**config.mk**
```make
export PLATFORM = sky130hd
export DESIGN_NAME = pftbp_refill
export DESIGN_NICKNAME = d
export VERILOG_FILES = /design/src/hw/rtl/per_flow_token_bucket_policer_unit_macros.svh /design/src/hw/rtl/pftbp_pkg.sv /design/src/hw/rtl/pftbp_refill.sv
export SDC_FILE = /design/constraint.sdc
export NUM_CORES = 2
export LEC_CHECK = 0
export ABC_CLOCK_PERIOD_IN_PS = 24600
export BUFFER_PORTS_ARGS = -buffer_cell sky130_fd_sc_hd__buf_2
export CORE_UTILIZATION = 55
export DETAILED_ROUTE_END_ITERATION = 6
export HOLD_SLACK_MARGIN = 0.1
export PLACE_DENSITY_LB_ADDON = 0.2
export SLEW_MARGIN = 25
export SYNTH_ARGS = -nofsm -noshare
export SYNTH_HDL_FRONTEND = slang
export SYNTH_SLANG_ARGS = --single-unit
```
**constraint.sdc**
```tcl
create_clock -name clk -period 24.6 [get_ports clk]
set_clock_uncertainty 0.05 [all_clocks]
set_input_delay 0 -clock clk [delete_from_list [all_inputs] [get_ports clk]]
set_output_delay 0 -clock clk [all_outputs]
set_load 0.01 [all_outputs]
```
**src/hw/rtl/per_flow_token_bucket_policer_unit_macros.svh**
```systemverilog
// Assertion macros for the per-flow token bucket policer.
// Used by the top level; expects clk and rst in scope.
`ifndef PER_FLOW_TOKEN_BUCKET_POLICER_UNIT_MACROS_SVH
`define PER_FLOW_TOKEN_BUCKET_POLICER_UNIT_MACROS_SVH

// Consequent holds in the same cycle as the antecedent.
`define PFTBP_ASSERT_NOW(label, ante, cons, msg) \
  label: assert property (@(posedge clk) disable iff (rst) (ante) |-> (cons)) \
    else $error(msg);

// Consequent holds in the cycle after the antecedent.
`define PFTBP_ASSERT_NEXT(label, ante, cons, msg) \
  label: assert property (@(posedge clk) disable iff (rst) (ante) |=> (cons)) \
    else $error(msg);

`endif

```
**src/hw/rtl/pftbp_pkg.sv**
```systemverilog
// Shared types and constants for the per-flow token bucket policer.
// No dependencies; imported by the interfaces and all modules.
package pftbp_pkg;

  localparam int IDX_IN_W   = 10;
  localparam int LEN_W      = 16;
  localparam int TIME_W     = 48;
  localparam int TOK_W      = 48;
  localparam int ACT_W      = 2;
  localparam int RATE_W     = 24;
  localparam int CAP_W      = 40;
  localparam int SPLIT_W    = 20;
  localparam int PROD_HALF_W = SPLIT_W + RATE_W;
  localparam int PROD_W     = 64;

  localparam int REFILL_STAGES = 5;

  localparam logic FUNC_POLICE = 1'b0;
  localparam logic FUNC_LOAD   = 1'b1;

  localparam logic [ACT_W-1:0] ACT_PASS  = 2'd0;
  localparam logic [ACT_W-1:0] ACT_LIMIT = 2'd1;
  localparam logic [ACT_W-1:0] ACT_DROP  = 2'd2;

  localparam logic VERDICT_PASS = 1'b0;
  localparam logic VERDICT_DROP = 1'b1;

  localparam logic [TOK_W-1:0] TOK_MAX = 48'h7FFF_FFFF_FFFF;
  localparam logic [TOK_W-1:0] TOK_MIN = 48'h8000_0000_0000;

  typedef struct packed {
    logic [RATE_W-1:0] rate;
    logic [CAP_W-1:0]  cap;
    logic [TOK_W-1:0]  tokens;
    logic [TIME_W-1:0] last;
  } entry_t;

  typedef struct packed {
    logic act_we;
    logic par_we;
  } tbl_wr_t;

  typedef struct packed {
    logic              done;
    logic              drop;
    logic [TOK_W-1:0]  tokens;
    logic [TIME_W-1:0] last;
  } refill_rsp_t;

  typedef enum logic [2:0] {
    S_IDLE,
    S_INDEX,
    S_LOAD,
    S_READ,
    S_ACT,
    S_WAIT,
    S_DONE
  } state_t;

endpackage

```
**src/hw/rtl/pftbp_refill.sv**
```systemverilog
// Five-stage refill and admission datapath for one limit contract.
// Inputs hold steady from start until done. Uses pftbp_pkg.
module pftbp_refill import pftbp_pkg::*; (
  input  logic              clk,
  input  logic              rst,
  input  logic              start,
  input  entry_t            entry,
  input  logic [TIME_W-1:0] now_ms,
  input  logic [TOK_W-1:0]  kern_tokens,
  input  logic [LEN_W-1:0]  packet_length,
  output refill_rsp_t       rsp
);

  logic [REFILL_STAGES-1:0] vld;

  logic [TIME_W-1:0]      elapsed;
  logic                   later1;
  logic                   big1;
  logic                   tokpos1;
  logic [TOK_W:0]         room1;
  logic [SPLIT_W-1:0]     elhi1;
  logic [PROD_HALF_W-1:0] plo1;
  logic [PROD_HALF_W-1:0] phi2;
  logic [PROD_W-1:0]      prod3;
  logic [TOK_W-1:0]       tokref4;
  logic [TOK_W-1:0]       tokref_next;
  logic                   over;
  logic [TOK_W-1:0]       cap_ext;
  logic [TOK_W:0]         sum;
  logic [TOK_W:0]         debit;
  logic [TOK_W-1:0]       debit_sat;
  logic                   admit;
  logic                   drop5;
  logic [TOK_W-1:0]       tok5;
  logic [TIME_W-1:0]      last5;

  always_ff @(posedge clk) begin
    if (rst) vld <= '0;
    else     vld <= {vld[REFILL_STAGES-2:0], start};
  end

  assign elapsed = now_ms - entry.last;
  assign cap_ext = {{(TOK_W - CAP_W){1'b0}}, entry.cap};

  // Stage 1: elapsed time, room left, low partial product.
  always_ff @(posedge clk) begin
    later1  <= now_ms > entry.last;
    big1    <= (|elapsed[TIME_W-1:CAP_W]) && (entry.rate != '0);
    tokpos1 <= $signed(entry.tokens) > $signed(TOK_W'(0));
    room1   <= $signed({1'b0, cap_ext}) - $signed({entry.tokens[TOK_W-1], entry.tokens});
    elhi1   <= elapsed[CAP_W-1:SPLIT_W];
    plo1    <= PROD_HALF_W'(elapsed[SPLIT_W-1:0]) * PROD_HALF_W'(entry.rate);
  end

  // Stage 2: high partial product.
  always_ff @(posedge clk) begin
    phi2 <= PROD_HALF_W'(elhi1) * PROD_HALF_W'(entry.rate);
  end

  // Stage 3: combine partial products.
  always_ff @(posedge clk) begin
    prod3 <= {phi2, {SPLIT_W{1'b0}}} + {{(PROD_W - PROD_HALF_W){1'b0}}, plo1};
  end

  // Stage 4: refilled token count, clamped to capacity.
  always_comb begin
    over = big1 || (prod3 > {{(PROD_W - TOK_W){1'b0}}, room1[TOK_W-1:0]});
    if (!later1) begin
      tokref_next = entry.tokens;
    end else if (!tokpos1) begin
      tokref_next = entry.tokens + cap_ext;
    end else if ($signed(room1) <= $signed((TOK_W+1)'(0)) || over) begin
      tokref_next = cap_ext;
    end else begin
      tokref_next = entry.tokens + prod3[TOK_W-1:0];
    end
  end

  always_ff @(posedge clk) begin
    tokref4 <= tokref_next;
  end

  // Stage 5: admit against twice the bit count, debit once, saturate.
  always_comb begin
    sum   = $signed({kern_tokens[TOK_W-1], kern_tokens}) +
            $signed({tokref4[TOK_W-1], tokref4});
    admit = $signed(sum) >=
            $signed({{(TOK_W + 1 - LEN_W - 4){1'b0}}, packet_length, 4'b0000});
    debit = $signed({tokref4[TOK_W-1], tokref4}) -
            $signed({{(TOK_W + 1 - LEN_W - 3){1'b0}}, packet_length, 3'b000});
    if (debit[TOK_W] != debit[TOK_W-1]) begin
      debit_sat = debit[TOK_W] ? TOK_MIN : TOK_MAX;
    end else begin
      debit_sat = debit[TOK_W-1:0];
    end
  end

  always_ff @(posedge clk) begin
    drop5 <= !admit;
    tok5  <= admit ? debit_sat : tokref4;
    last5 <= later1 ? now_ms : entry.last;
  end

  assign rsp.done   = vld[REFILL_STAGES-1];
  assign rsp.drop   = drop5;
  assign rsp.tokens = tok5;
  assign rsp.last   = last5;

endmodule
```
==> summary.txt <==
Pre-CTS WS - 15.24 ns
Postcts setup bufs - 0
DR iter-0 viols - 4074
Post-synth EDFFs - 0
Slowest stage cell, crit path - dlygate4sd3_1
Layout area overhead - 13.91%
Routed Antenna Nets - 0
Wire length per cell - 20.48 um
Vias - 51840
Max-Slew Margin vs Limit - 31.74%
CTS tree - yes
Synth top area cells - fa_1 (27%), ha_1 (14%), dfxtp_1 (13%)
WP data required - 25.10 ns
Fin. max-slew vios - 0
Period utilization - 37.78%
Vias in the first global route - 52870
DRT Pass-1 Iters - 5
Final critical-path required period - 9.294 ns
Deepest clock path buffer count - 3
Unique masters post-synth - 93
Clock latency on the worst-skew pair - 0.65 ns
Placed Cells - 8459
Most frequent cells after synthesis - inv_1 (1099), nand2_1 (896), fa_1 (791), ha_1 (635), dfxtp_1 (374)
Run status - finished clean
# clock sinks - 374
Reg2Reg Setup Slack - 16.16 ns
Critical R2R Launch - elhi1[2]
Most used cell, CP - fa_1
R2R cell count - 25
RSZ-0062 raised after global routing - no
Least-Margin Pin Slew - 1.023 ns
DR DRC count - 0
Count of final setup violators - 0
Site Rows - 119
Leading area contributor after synthesis - fa_1
Final Worst Setup Slack - 15.31 ns
Max-cap violations - 0
Largest net degree at the start of global routing - 84
Setup TNS - 0 ns
Sequential area share after synthesis - 12.86%
Via/cell ratio - 5.822
Fraction of layout cells with a size suffix above 1 - 7.917%
CP endpoint kind - flop
Dominant cell by count in the synthesized netlist - inv_1
Syn Nets - 8656
Post-synth ARST share - 0%
Ports - 373
Synth Warn # - 0
Worst setup startpoint - now_ms[1]
Syn Inst Count - 6955
Syn Area/Cell - 8.374 sq um
F_max - 107.6 MHz
Most common flop cell mapped by yosys - dfxtp_1
Global-route wire length before repair - 287200 um
Detail Placement HPWL - 138200 um
Crit path kind - in -> reg
RD Place Congestion - 1.017
Final hold viol count - 0
Crit-path max cell delay - 0.54 ns
Grt ovf - 0
Starting density of the core - 55.40%
Yosys top cell area share - 27.19%
Nets - 9164
Number of synthesized register bits - 374
Clock Root Buffer - clkbuf_16
Global Route Usage Sum - 34.15%
Crit path launch type - input pin
Initial antenna violation count - 12
Buffers on Ports - 372
Hold WC Path Type - in -> reg
Clk slew on worst S/H paths - 0.06 ns
Die X - 327.4 um
RR Endpoint - phi2[43]
Die height - 327.4 um
Critical Path Sink - plo1[43]
Routed WL - 182400 um
Cell Area, Synth - 58240 sq um
Non-filler instance count after layout - 8904
TritonCTS Buffers - 48
CORE AREA - 105100 sq um
# H-tree levels - 2
DIE AREA - 107200 sq um
Max FO, Critical Path - 24
WP data arrival - 9.80 ns
-- how the worst min path moves through the flow --
stage | startpoint | endpoint | slack, ns | cells after the start
finish | entry[16] | last5[16] | 0.13 | 4
global route | entry[14] | last5[14] | 0.14 | 4
CTS | entry[16] | last5[16] | 0.10 | 4
detailed placement | start | vld[0] | 0.17 | 2
global placement | start | vld[0] | 0.16 | 2
floorplan | entry[95] | room1[48] | 0.02 | 1
-- worst max-delay path, delay by kind of cell --
kind | cells | cell delay [ns]
compound gates | 16 | 3.88
fa+ha+maj | 9 | 3.99
xor+xnor | 2 | 0.26
buf+inv | 6 | 1.15
simple gates | 3 | 0.50
-- per-layer routing --
layer | vias to the layer above | wire length [um] | track usage (%)
met1 | 25260 | 71580 | 42.15
met2 | 2347 | 84950 | 56.88
met3 | 570 | 14110 | 5.583
met5 | - | 29 | 0
met4 | 4 | 11670 | 18.96
li1 | 23660 | - | -
-- logic make-up after synthesis --
group | count (synthesis) | synth area share [%]
compound gates | 1291 | 14.11
fa+ha+maj | 1426 | 40.83
xor+xnor | 325 | 4.888
buf+inv | 1421 | 9.234
flops | 374 | 12.86
mux | 53 | 0.9689
simple gates | 2065 | 17.11
-- through the flow --
stage                     hold slack [ns]  utilization (%)  instance area, sq um
after floorplan                   0.01907                -                 58240
after global placement             0.1645            58.19                 61160
after detailed placement           0.1700            58.19                 61170
after CTS                          0.1015            63.08                 66310
after global routing               0.1395            63.11                 66340
final                              0.1322            63.11                 66340
-- registers in the layout, summed over array words and instances, names as in the netlist --
register  flops
room1        49
tokpos1       1
plo1         44
elhi1        20
phi2         44
last5        48
drop5         1
prod3        64
later1        1
vld           5
big1          1
tok5         48
tokref4      48
-- area by class of cell --
| cell class | instances | area (sq um) |
|---|---|---|
| Fill cell | 9061 | 38780 |
| Clock inverter | 29 | 355.3 |
| Inverter | 1100 | 4129 |
| Multi-Input combinational cell | 5160 | 45470 |
| Timing Repair Buffer | 779 | 5781 |
| Clock buffer | 61 | 1331 |
| Antenna cell | 10 | 25.02 |
| Tap cell | 1391 | 1740 |
| Sequential cell | 374 | 7502 |
-- placed cells by master, fill, tap and decap left out, types with 215 or more instances in the layout --
master,instances
dlygate4sd3_1,345
buf_2,372
inv_1,1099
ha_1,635
a21oi_1,362
xnor2_1,215
fa_1,791
nor2_1,253
nand2_1,896
dfxtp_1,364
and2_1,355
o21ai_0,275
-- what timing repair did --
action                                 CTS  global route
hold buffers                           345             0
endpoints found under the hold margin  185             0
resized for setup                        0             0
Power is left out: the tool's default activity adds up to more than one toggle a clock period on the data nets, which glitch-free logic cannot reach.
